==> config.mk <==
export PLATFORM = sky130hd
export DESIGN_NAME = bcd_rtc_calendar_regs_unit
export DESIGN_NICKNAME = d
export VERILOG_FILES = /design/src/design/rtc_pkg.sv /design/src/design/bcd_rtc_calendar_regs_unit.sv
export SDC_FILE = /design/constraint.sdc
export NUM_CORES = 1
export LEC_CHECK = 0
export BUFFER_PORTS_ARGS = -buffer_cell sky130_fd_sc_hd__clkbuf_2
export CORE_AREA = 10 10 279 281
export DETAILED_ROUTE_END_ITERATION = 10
export DIE_AREA = 0 0 289 291
export GPL_TIMING_DRIVEN = 0
export PLACE_DENSITY_LB_ADDON = 0.3
export SLEW_MARGIN = 20
export SYNTH_ARGS = -nofsm -noshare
export SYNTH_HDL_FRONTEND = slang
export SYNTH_SLANG_ARGS = --single-unit
==> constraint.sdc <==
create_clock -name clk_i -period 10.24 [get_ports clk_i]
set_clock_uncertainty 0.2 [all_clocks]
set_input_delay 3.072 -clock clk_i [delete_from_list [all_inputs] [get_ports clk_i]]
set_output_delay 3.072 -clock clk_i [all_outputs]
set_load 0.01 [all_outputs]
==> src/design/rtc_pkg.sv <==
package rtc_pkg;

  // request kinds carried in tuser
  localparam logic [1:0] REQ_TICK  = 2'd0;
  localparam logic [1:0] REQ_READ  = 2'd1;
  localparam logic [1:0] REQ_WRITE = 2'd2;

  // register addresses
  localparam logic [7:0] ADDR_SEC   = 8'h00;
  localparam logic [7:0] ADDR_MIN   = 8'h01;
  localparam logic [7:0] ADDR_HOUR  = 8'h02;
  localparam logic [7:0] ADDR_WDAY  = 8'h03;
  localparam logic [7:0] ADDR_DAY   = 8'h04;
  localparam logic [7:0] ADDR_MONTH = 8'h05;
  localparam logic [7:0] ADDR_YEAR  = 8'h06;
  localparam logic [7:0] ADDR_RAM_LO = 8'h20;
  localparam logic [7:0] ADDR_RAM_HI = 8'h60;

  // battery-backed ram geometry
  localparam int unsigned RAM_BYTES = 64;
  localparam int unsigned RAM_AW    = $clog2(RAM_BYTES);

  localparam logic [29:0] CPS_RESET = 30'd8000000;

  // binary to packed bcd, tens digit truncated to a nibble
  function automatic logic [7:0] to_bcd(input logic [7:0] v);
    logic [15:0] prod;
    logic [4:0]  q;
    logic [7:0]  r;
    prod = {8'd0, v} * 16'd205;
    q    = prod[15:11];
    r    = v - ({3'd0, q} * 8'd10);
    return {q[3:0], r[3:0]};
  endfunction

  // packed bcd to binary, nibbles taken at face value
  function automatic logic [7:0] from_bcd(input logic [7:0] v);
    logic [7:0] hi;
    hi = {4'd0, v[7:4]};
    return (hi << 3) + (hi << 1) + {4'd0, v[3:0]};
  endfunction

  // days in the month, invalid months count as 31
  function automatic logic [7:0] month_days(input logic [7:0] mon, input logic leap);
    logic [7:0] d;
    case (mon)
      8'd2:    d = leap ? 8'd29 : 8'd28;
      8'd4:    d = 8'd30;
      8'd6:    d = 8'd30;
      8'd9:    d = 8'd30;
      8'd11:   d = 8'd30;
      default: d = 8'd31;
    endcase
    return d;
  endfunction

endpackage

==> src/design/bcd_rtc_calendar_regs_unit.sv <==
// bcd real-time clock and calendar with 64 bytes of battery-backed ram
//
// input stream: s_axis_tuser holds the request kind (tick, read, write);
// s_axis_tdata holds reg_addr, write_data and tick_cycles. every accepted
// item gives exactly one result item on the master stream: read_data and
// the nvram_written flag.
// latency: the result is valid the cycle after the item is accepted. the
// block takes one item per cycle; the time registers are updated in the
// accept cycle and the ram is read through its registered port, so a read
// right after a write to the same byte sees the new value.
// cycles_per_second is written through cfg_we_i / cfg_wdata_i; the user must do this only
// while idle, as the block does not enforce it. reset: oscillator stopped, 24-hour mode,
// battery enable set, date 00-01-01 weekday 1, all ram bytes read as zero until written.
// stall: a result waiting on m_axis_tready holds in the output register;
// the input side accepts as long as that register is free or being taken.
module bcd_rtc_calendar_regs_unit (
  input  logic        clk_i,
  input  logic        rst_ni,
  input  logic        cfg_we_i,
  input  logic [29:0] cfg_wdata_i,   // cycles_per_second
  input  logic        s_axis_tvalid,
  output logic        s_axis_tready,
  input  logic [31:0] s_axis_tdata,  // reg_addr[7:0], write_data[15:8], tick_cycles[31:16]
  input  logic [1:0]  s_axis_tuser,  // req_type[1:0]
  output logic        m_axis_tvalid,
  input  logic        m_axis_tready,
  output logic [15:0] m_axis_tdata   // read_data[7:0], nvram_written[8], zero[15:9]
);

  localparam int unsigned AW = rtc_pkg::RAM_AW;

  // configuration and time state
  logic [29:0] cps_q;
  logic        osc_q, osc_d;
  logic        batt_q, batt_d;
  logic        m24_q, m24_d;
  logic [31:0] acc_q, acc_d;
  logic [7:0]  sec_q, sec_d;
  logic [7:0]  min_q, min_d;
  logic [7:0]  hour_q, hour_d;
  logic [3:0]  wd_q, wd_d;
  logic [7:0]  day_q, day_d;
  logic [7:0]  mon_q, mon_d;
  logic [7:0]  yr_q, yr_d;

  // ram, its valid bits and the output stage
  logic [7:0]           mem [rtc_pkg::RAM_BYTES];
  logic [rtc_pkg::RAM_BYTES-1:0] vld_q;
  logic [7:0]  rdata_q;
  logic        rvld_q;
  logic        ovld_q;
  logic        oram_q;
  logic [7:0]  ord_q, ord_d;
  logic        onv_q;

  // input decode
  logic [1:0]  kind;
  logic [7:0]  addr;
  logic [7:0]  wdat;
  logic [15:0] cyc;
  logic        in_acc;
  logic        ram_hit;
  logic [AW-1:0] ram_idx;
  logic        ram_wr;
  logic        ram_rd;

  assign kind    = s_axis_tuser;
  assign addr    = s_axis_tdata[7:0];
  assign wdat    = s_axis_tdata[15:8];
  assign cyc     = s_axis_tdata[31:16];
  assign s_axis_tready = !ovld_q || m_axis_tready;
  assign in_acc  = s_axis_tvalid && s_axis_tready;
  assign ram_hit = (addr >= rtc_pkg::ADDR_RAM_LO) && (addr < rtc_pkg::ADDR_RAM_HI);
  assign ram_idx = addr[AW-1:0] - rtc_pkg::ADDR_RAM_LO[AW-1:0];
  assign ram_wr  = in_acc && (kind == rtc_pkg::REQ_WRITE) && ram_hit;
  assign ram_rd  = (kind == rtc_pkg::REQ_READ) && ram_hit;

  // tick accumulator
  logic [31:0] cps_eff;
  logic [31:0] acc_sum;
  logic        sec_carry;

  assign cps_eff   = (cps_q == '0) ? 32'd1 : {2'b00, cps_q};
  assign acc_sum   = acc_q + {16'd0, cyc};
  assign sec_carry = acc_sum >= cps_eff;

  // next time state: tick cascade or register write
  logic [7:0] inc_sec, inc_min, inc_hour, inc_day, inc_mon, inc_yr;
  logic [3:0] inc_wd;
  logic [7:0] wr_h;
  logic [7:0] wr_hraw;
  logic       wr_pm;
  logic       wr_12;

  always_comb begin
    osc_d  = osc_q;
    batt_d = batt_q;
    m24_d  = m24_q;
    acc_d  = acc_q;
    sec_d  = sec_q;
    min_d  = min_q;
    hour_d = hour_q;
    wd_d   = wd_q;
    day_d  = day_q;
    mon_d  = mon_q;
    yr_d   = yr_q;

    inc_sec  = sec_q + 8'd1;
    inc_min  = min_q + 8'd1;
    inc_hour = hour_q + 8'd1;
    inc_wd   = wd_q + 4'd1;
    inc_day  = day_q + 8'd1;
    inc_mon  = mon_q + 8'd1;
    inc_yr   = yr_q + 8'd1;

    wr_12   = wdat[6];
    wr_pm   = wr_12 && wdat[5];
    wr_hraw = rtc_pkg::from_bcd(wr_12 ? {3'd0, wdat[4:0]} : {2'd0, wdat[5:0]});
    wr_h    = (wr_12 && wr_hraw == 8'd12) ? 8'd0 : wr_hraw;
    if (wr_pm) begin
      wr_h = wr_h + 8'd12;
    end

    if (kind == rtc_pkg::REQ_TICK && osc_q) begin
      acc_d = sec_carry ? acc_sum - cps_eff : acc_sum;
      if (sec_carry) begin
        sec_d = inc_sec;
        if (inc_sec >= 8'd60) begin
          sec_d = 8'd0;
          min_d = inc_min;
          if (inc_min >= 8'd60) begin
            min_d  = 8'd0;
            hour_d = inc_hour;
            if (inc_hour >= 8'd24) begin
              hour_d = 8'd0;
              wd_d   = (inc_wd > 4'd7 || inc_wd == 4'd0) ? 4'd1 : inc_wd;
              day_d  = inc_day;
              if (inc_day > rtc_pkg::month_days(mon_q, yr_q[1:0] == 2'd0)) begin
                day_d = 8'd1;
                mon_d = inc_mon;
                if (inc_mon > 8'd12) begin
                  mon_d = 8'd1;
                  yr_d  = (inc_yr == 8'd100) ? 8'd0 : inc_yr;
                end
              end
            end
          end
        end
      end
    end else if (kind == rtc_pkg::REQ_WRITE) begin
      case (addr)
        rtc_pkg::ADDR_SEC: begin
          osc_d = wdat[7];
          sec_d = rtc_pkg::from_bcd({1'b0, wdat[6:0]});
        end
        rtc_pkg::ADDR_MIN:   min_d = rtc_pkg::from_bcd(wdat);
        rtc_pkg::ADDR_HOUR: begin
          m24_d  = !wr_12;
          hour_d = wr_h;
        end
        rtc_pkg::ADDR_WDAY: begin
          wd_d   = {1'b0, wdat[2:0]};
          batt_d = wdat[3];
        end
        rtc_pkg::ADDR_DAY:   day_d = rtc_pkg::from_bcd(wdat);
        rtc_pkg::ADDR_MONTH: mon_d = rtc_pkg::from_bcd(wdat);
        rtc_pkg::ADDR_YEAR:  yr_d  = rtc_pkg::from_bcd(wdat);
        default: ;
      endcase
    end
  end

  // register read value for non-ram addresses
  logic [7:0] rd_h;
  logic       rd_pm;

  always_comb begin
    rd_h  = hour_q;
    rd_pm = 1'b0;
    if (!m24_q) begin
      if (hour_q >= 8'd12) begin
        rd_pm = 1'b1;
        rd_h  = hour_q - 8'd12;
      end
      if (rd_h == 8'd0) begin
        rd_h = 8'd12;
      end
    end

    ord_d = 8'd0;
    if (kind == rtc_pkg::REQ_READ) begin
      case (addr)
        rtc_pkg::ADDR_SEC:   ord_d = rtc_pkg::to_bcd(sec_q) | {osc_q, 7'd0};
        rtc_pkg::ADDR_MIN:   ord_d = rtc_pkg::to_bcd(min_q);
        rtc_pkg::ADDR_HOUR:  ord_d = rtc_pkg::to_bcd(rd_h) | {1'b0, !m24_q, rd_pm, 5'd0};
        rtc_pkg::ADDR_WDAY:  ord_d = {4'd0, wd_q} | {2'd0, osc_q, 1'b0, batt_q, 3'd0};
        rtc_pkg::ADDR_DAY:   ord_d = rtc_pkg::to_bcd(day_q);
        rtc_pkg::ADDR_MONTH: ord_d = rtc_pkg::to_bcd(mon_q) | {2'd0, yr_q[1:0] == 2'd0, 5'd0};
        rtc_pkg::ADDR_YEAR:  ord_d = rtc_pkg::to_bcd(yr_q);
        default:             ord_d = (addr >= rtc_pkg::ADDR_RAM_HI) ? 8'hFF : 8'h00;
      endcase
    end
  end

  // state registers
  always_ff @(posedge clk_i or negedge rst_ni) begin
    if (!rst_ni) begin
      cps_q  <= rtc_pkg::CPS_RESET;
      osc_q  <= 1'b0;
      batt_q <= 1'b1;
      m24_q  <= 1'b1;
      acc_q  <= '0;
      sec_q  <= '0;
      min_q  <= '0;
      hour_q <= '0;
      wd_q   <= 4'd1;
      day_q  <= 8'd1;
      mon_q  <= 8'd1;
      yr_q   <= '0;
    end else begin
      if (cfg_we_i) begin
        cps_q <= cfg_wdata_i;
      end
      if (in_acc) begin
        osc_q  <= osc_d;
        batt_q <= batt_d;
        m24_q  <= m24_d;
        acc_q  <= acc_d;
        sec_q  <= sec_d;
        min_q  <= min_d;
        hour_q <= hour_d;
        wd_q   <= wd_d;
        day_q  <= day_d;
        mon_q  <= mon_d;
        yr_q   <= yr_d;
      end
    end
  end

  // ram array with registered read port
  always_ff @(posedge clk_i) begin
    if (ram_wr) begin
      mem[ram_idx] <= wdat;
    end
    if (in_acc) begin
      rdata_q <= mem[ram_idx];
    end
  end

  // per-byte written flags, cleared at reset
  always_ff @(posedge clk_i or negedge rst_ni) begin
    if (!rst_ni) begin
      vld_q <= '0;
    end else if (ram_wr) begin
      vld_q[ram_idx] <= 1'b1;
    end
  end

  // output stage control
  always_ff @(posedge clk_i or negedge rst_ni) begin
    if (!rst_ni) begin
      ovld_q <= 1'b0;
    end else if (in_acc) begin
      ovld_q <= 1'b1;
    end else if (m_axis_tready) begin
      ovld_q <= 1'b0;
    end
  end

  // output stage payload
  always_ff @(posedge clk_i) begin
    if (in_acc) begin
      ord_q  <= ord_d;
      oram_q <= ram_rd;
      onv_q  <= ram_wr;
      rvld_q <= vld_q[ram_idx];
    end
  end

  assign m_axis_tvalid = ovld_q;
  assign m_axis_tdata  = {7'd0, onv_q,
                          oram_q ? (rvld_q ? rdata_q : 8'd0) : ord_q};

  // a ram write marks its byte as written
  assert property (@(posedge clk_i) disable iff (!rst_ni)
    ram_wr |=> vld_q[$past(ram_idx)])
    else $error("ram byte not marked written");

  // every accepted item shows a result in the next cycle
  assert property (@(posedge clk_i) disable iff (!rst_ni)
    in_acc |=> m_axis_tvalid)
    else $error("accepted item gave no result");

  // a ram write never carries read data
  assert property (@(posedge clk_i) disable iff (!rst_ni)
    (m_axis_tvalid && m_axis_tdata[8]) |-> (m_axis_tdata[7:0] == 8'd0))
    else $error("write result with nonzero read data");

endmodule
* Word-level counts from Yosys, hierarchy flattened
Memory sizes are Yosys's and may differ from the RTL's. A register that Yosys moved wholly into a read port is not among the register bits.
Cells that the tools add are included.
** Storage, ports and cells
- Register bits after elaboration :: 193
- Bits in writable memories :: 512
- Input bits :: 69
- Output and inout bits :: 18
- Logic and storage cells :: 219
- Memories kept :: 1
** Memories
- mem :: depth 64, width 8, rd ports 1, clocked after Yosys merged registers in 1, wr ports 1, line bcd_rtc_calendar_regs_unit.sv:47 : logic [7:0] mem [rtc_pkg::RAM_BYTES];
** Operators by class
- Add/subtract/negate cells :: 24
- Multipliers :: 12
- Order comparisons :: 13
- Equality and inequality tests :: 21
- Muxes and demuxes :: 83
- Bitwise logic cells :: 6
- Reductions and logical operators :: 41
** Operators with widths (count)
- $mux W8 :: 58
- $mul A8 B8 Y16 const B :: 6
- $or A64 B64 Y64 :: 1
- $pmux W8 S7 :: 1
- $add A8 B1 Y8 const B :: 6
- $eq A8 B3 Y1 const B :: 5
- $add A32 B16 Y32 :: 1
- $ge A32 B30 Y1 :: 1
- $mux W32 :: 1
- $mux W4 :: 8
- $sub A32 B30 Y32 :: 1
- $logic_not A30 Y1 :: 1
- $mul A5 B3 Y3 const B :: 6
- $mux W30 :: 1
- $eq A8 B2 Y1 const B :: 3
- $ge A8 B6 Y1 const B :: 3
- $sub A4 B4 Y4 :: 6
- $reduce_bool A2 Y1 :: 9
- $eq A8 B4 Y1 const B :: 2
- $logic_not A8 Y1 :: 2
- $reduce_and A4 Y1 :: 4
- $add A6 B4 Y7 :: 2
- $reduce_and A7 Y1 :: 2
- $ne A2 B1 Y1 const B :: 5
- 45 further kinds :: 65

* Longest topological paths before layout
- Word-level depth :: 15
- Gate-level depth with buffers :: 29
- Mapped depth without buffers :: 28

* Least setup slack after synthesis
OpenSTA, ideal clock, no wires.
- Path kind :: input port to flip-flop
- From :: input port s_axis_tdata[16]
- To :: register acc_q[31]
- Library setup time :: 0.131 ns
- Arrival time :: 7.134 ns
- Data required time :: 9.909 ns
- Setup slack :: 2.775 ns
- Stages :: 21
- Path buffers :: 0
- Cell sequence :: ha_1 inv_1 fa_1 nor2b_1 o31a_1 or4_1 a31oi_1 o21ai_1 a21o_1 a21oi_1 xnor2_1 ha_1 a21oi_1 o21ai_0 a31oi_1 a2111oi_0 or2_1 a21oi_1 o21ai_1 a21boi_0 or3_1
** On the way
- Word-level cells in the longest chain between the ends :: 3
- Elaborated cells on any way between the ends :: 4
- Those cells by class :: add/sub: 2; order compare: 1; mux: 1
** Ends and longest elaborated chain
- start, declared :: line bcd_rtc_calendar_regs_unit.sv:23 : input logic [31:0] s_axis_tdata,
- $add A32 B16 Y32 (*) :: line bcd_rtc_calendar_regs_unit.sv:84 : assign acc_sum = acc_q + {16'd0, cyc};
- $sub A32 B30 Y32 or $ge A32 B30 Y1 (tied branches) :: line bcd_rtc_calendar_regs_unit.sv:125, bcd_rtc_calendar_regs_unit.sv:85
- $mux W32 (*) :: line bcd_rtc_calendar_regs_unit.sv:125 : acc_d = sec_carry ? acc_sum - cps_eff : acc_sum;
- end signal, assigned :: line bcd_rtc_calendar_regs_unit.sv:212 : acc_q <= '0;
- end signal, assigned :: line bcd_rtc_calendar_regs_unit.sv:228 : acc_q <= acc_d;
- end, declared :: line bcd_rtc_calendar_regs_unit.sv:37 : logic [31:0] acc_q, acc_d;
Mark *: on every way between the ends. The rest lies on a longest branch, timed or not.
A chain may end at the register's enable or synchronous reset.

* Final worst setup path
- From :: input port s_axis_tdata[16]
- To :: register acc_q[13]
The elaborated chain is that of the path after synthesis.

==> summary.md <==
The flow ran to the end, and the final reports show no timing, DRC or antenna violations. Counting both buffers and inverters, the worst setup path holds a total of 4. The library cell used most frequently in the layout, excluding fill and tap cells, is sky130_fd_sc_hd__edfxtp_1.

The run gives 0 as the number of gates resized after cts. The DRC violation count after routing was 0; the part of the power in the clock network was 41.4%. Number of hold-repair buffers added at the cts stage: 0. The number of sinks on the clock net is 713, and the share of synthesized registers carrying an async set or reset is 25.5%. The synthesized design contains 531 enable-type register cells.

For this run the aggregate overflow at the end of global routing stands at 0. The worst setup path is captured at a flop. Each instance of the synthesized netlist takes up on average 13.2 sq um.

After clock tree synthesis, the setup repair step added 0 buffers. The first-pass iteration count of the detailed router was 5; the level count of the clock H-tree was 3. For the final routed database, the setup TNS stands at 0 ps.

Count of final max-slew check failures: 0. By instance count, the cell type seen most on the critical path is sky130_fd_sc_hd__o21ai_1. For the initial antenna violation count, the log shows 6. The total count of hold-check failures in the final report is 0, and the detailed placement HPWL is 70.8 mm. For the pin with the worst max-slew slack, the measured transition is 1080 ps. After clock tree synthesis, the clock-pin slew on the worst setup and hold paths is 60 ps. STA classifies the critical path startpoint as an input pin. The net count of the finished layout is 3619. On the worst path, the slowest cell contributes a delay of 600 ps.

After synthesis the netlist holds a flip-flop and latch count of 713. The floorplan step defined a die boundary enclosing 0.0841 sq mm. The setup path with the least slack is of type in2reg.

The run gives 99 as the row count. Broken down by cell family, the worst path's largest delay share belongs to compound AO/OA/AOI/OAI gates. The total area inside the core boundary comes to 0.0723 sq mm. For this run, the top clock speed supported by timing is 0.118 GHz.

The global placement routability congestion was 0.935; the starting density of the core was 54.6%. Dividing the final minimum period by the clock period gives 82.9%. STA puts the critical path data required time at 10580 ps.

In the layout the commonest cells are sky130_fd_sc_hd__edfxtp_1 (531), sky130_fd_sc_hd__ha_1 (317), sky130_fd_sc_hd__inv_1 (305). The per-cell via count in the routed design works out to 6.14. The post-route cell area was 0.0438 sq mm; the total setup violations reported at the end of the flow was 0. For the aggregate routed wire length, the log shows 100 mm. Worst min-delay path class: reg2reg. Of the total power, combinational logic draws 12.8%. For the synthesized netlist cell count, the log shows 2996. After detailed routing, the average wire length per cell comes to 24.0 um. The run gives 0 as the count of maximum capacitance violations. The number of buffers added on ports was 72; the layout cell share with drive strength beyond 1 was 15.8%. The most instantiated flip-flop cell in the synthesis netlist is sky130_fd_sc_hd__edfxtp_1. Buffer type at the clock tree root: sky130_fd_sc_hd__clkbuf_16. From left edge to right edge, the die measures 289 um. Measured against its own limit, the worst slew margin works out to 28.0%. Clock latency on the worst-skew pair, taken at its later pin, is 640 ps. Power comes to 0.00692 W.

Cell internal power was estimated by the tool at 0.00515 W. The netlist uses 86 different library cells. The Yosys step of the flow raised 0 warnings. The first global-routing pass estimated 155 mm of wire. The logs give 45.8% for the proportion of power drawn by flip-flops and latches and 0.0395 sq mm for the area of the mapped netlist.

Summed over all cells, the static leakage comes to 18.1 nW. The library cell contributing the largest single delay on the critical path was sky130_fd_sc_hd__o21ai_1. In this run the worst path has a maximum fanout of 10. TritonCTS built the clock tree.

The tools report the number of buffers between clock root and the deepest sink as 3. In the global route stage, overall resource usage came out at 23.8%. Of the synthesized area, sequential elements account for 51.9%. Summing over every cut layer, the via total after detailed routing is 25.7k.

For the switching power, the log shows 0.00177 W. Setup repair after global routing left no endpoint under its margin. The run gives 0.170 mV as the peak ir drop on the vdd network. The area added between synthesis and finish works out to 10.9%. The tools report the worst hold margin as 262 ps.

The tools report the total I/O pin count as 87. The cell area power density is 158 mW/mm^2, and the area of placed instances is 0.0412 sq mm. For the worst setup path, the data arrival time is 8820 ps. For this block, the initial DRC count from the detailed router was 2691. The tools report the number of global-route vias before repair as 26.2k. The worst path needs 8480 ps of the cycle, external delays included. Of the total power, the share spent switching nets is 25.6%.

Buffers inserted during clock tree synthesis total 77. The height of the die was 291 um. The tools report the number of antenna-violating nets in the routed design as 0.

The largest net degree at the start of global routing was 80.
sequential cells by signal, summed over array words and instances, names as in the netlist:
name	count
m_axis_tvalid	1
hour_q	8
sec_q	8
cps_q	30
m24_q	1
rdata_q	8
ord_q	8
min_q	8
osc_q	1
onv_q	1
yr_q	8
acc_q	32
batt_q	1
mon_q	8
day_q	8
oram_q	1
vld_q	64
mem	512
wd_q	4
rvld_q	1
worst paths after layout:
check                           slack (ps)   endpoint             start  cells past startpoint
max in group asynchronous             6510      m24_q            rst_ni                      3
worst max-delay path                  1760  acc_q[13]  s_axis_tdata[16]                     25
worst min register to register         260  vld_q[14]         vld_q[14]                      1
worst min-delay path                   260  vld_q[14]         vld_q[14]                      1
worst max register to register        2340   ord_q[3]         hour_q[0]                     29
min in group asynchronous             2120  vld_q[26]            rst_ni                      1
cell type report:
class                      instances  area (sq um)
antenna                            1          2.50
buffer                           112           492
clock buffer                     101          2110
clock inverter                    40           513
fill                            5490         28500
inverter                         305          1140
multi-input combinational       1872         17400
sequential                       713         20500
tap                              959          1200
timing repair buffer              75           464
cell families (layout without fill, tap and decap cells):
kind of cell	Yosys count	count (layout)	synth area share, %
simple gates	639	639	7.73
buf+inv	417	633	4.14
xor+xnor	141	141	3.15
other cells	1	8	0.00949
mux	212	212	11.4
compound gates	479	479	7.64
flops	713	713	51.9
fa+ha+maj	394	394	13.9
power by group through the flow:
| stage | clock network, W | registers (W) | logic, W |
|---|---|---|---|
| after floorplan | 0 | 0.00322 | 0.000578 |
| after global placement | 0 | 0.00323 | 0.000834 |
| after detailed placement | 0 | 0.00323 | 0.000864 |
| after CTS | 0.00289 | 0.00317 | 0.000876 |
| after global routing | 0.00301 | 0.00317 | 0.000973 |
| final | 0.00286 | 0.00317 | 0.000885 |
cell usage after synthesis (all sizes together), types with 10 or more instances:
cell / count / area share, %
a211oi: 14 / 0.27
a21o: 27 / 0.51
a21oi: 117 / 1.5
a221oi: 10 / 0.22
a31oi: 42 / 0.68
and2: 17 / 0.27
and3: 22 / 0.35
buf: 41 / 0.57
clkbuf: 71 / 0.67
dfrtp: 170 / 11
dfstp: 12 / 0.80
edfxtp: 531 / 40
fa: 77 / 3.9
ha: 317 / 10
inv: 305 / 2.9
mux2: 15 / 0.47
mux4: 189 / 11
nand2: 190 / 1.8
nand2b: 17 / 0.27
nand3: 46 / 0.58
nand4: 19 / 0.30
nor2: 173 / 1.6
nor2b: 13 / 0.21
nor3: 28 / 0.40
nor4: 15 / 0.24
o21a: 23 / 0.44
o21ai: 142 / 1.8
o22ai: 15 / 0.24
o31ai: 16 / 0.32
or2: 70 / 1.1
xnor2: 106 / 2.4
xor2: 35 / 0.78
per-layer routing:
layer / GRT usage [%] / part of all wire [%] / vias up
met5: 0 / 0.065 / -
li1: - / - / 11300
met4: 8.79 / 3.7 / 10
met3: 6.04 / 9.1 / 236
met2: 37.9 / 48 / 1202
met1: 31.3 / 39 / 12900
per-stage QoR:
| stage | setup WS [ps] | utilization [%] | instances |
|---|---|---|---|
| global placement | 1410 | 56.8 | 4033 |
| detailed placement | 1300 | 56.9 | 4036 |
| finish | 1760 | 60.6 | 4178 |
| floorplan | 2780 | - | 3002 |
| CTS | 1930 | 60.6 | 4177 |
| global route | 1380 | 60.6 | 4177 |
(Power assumes the default switching activity.)
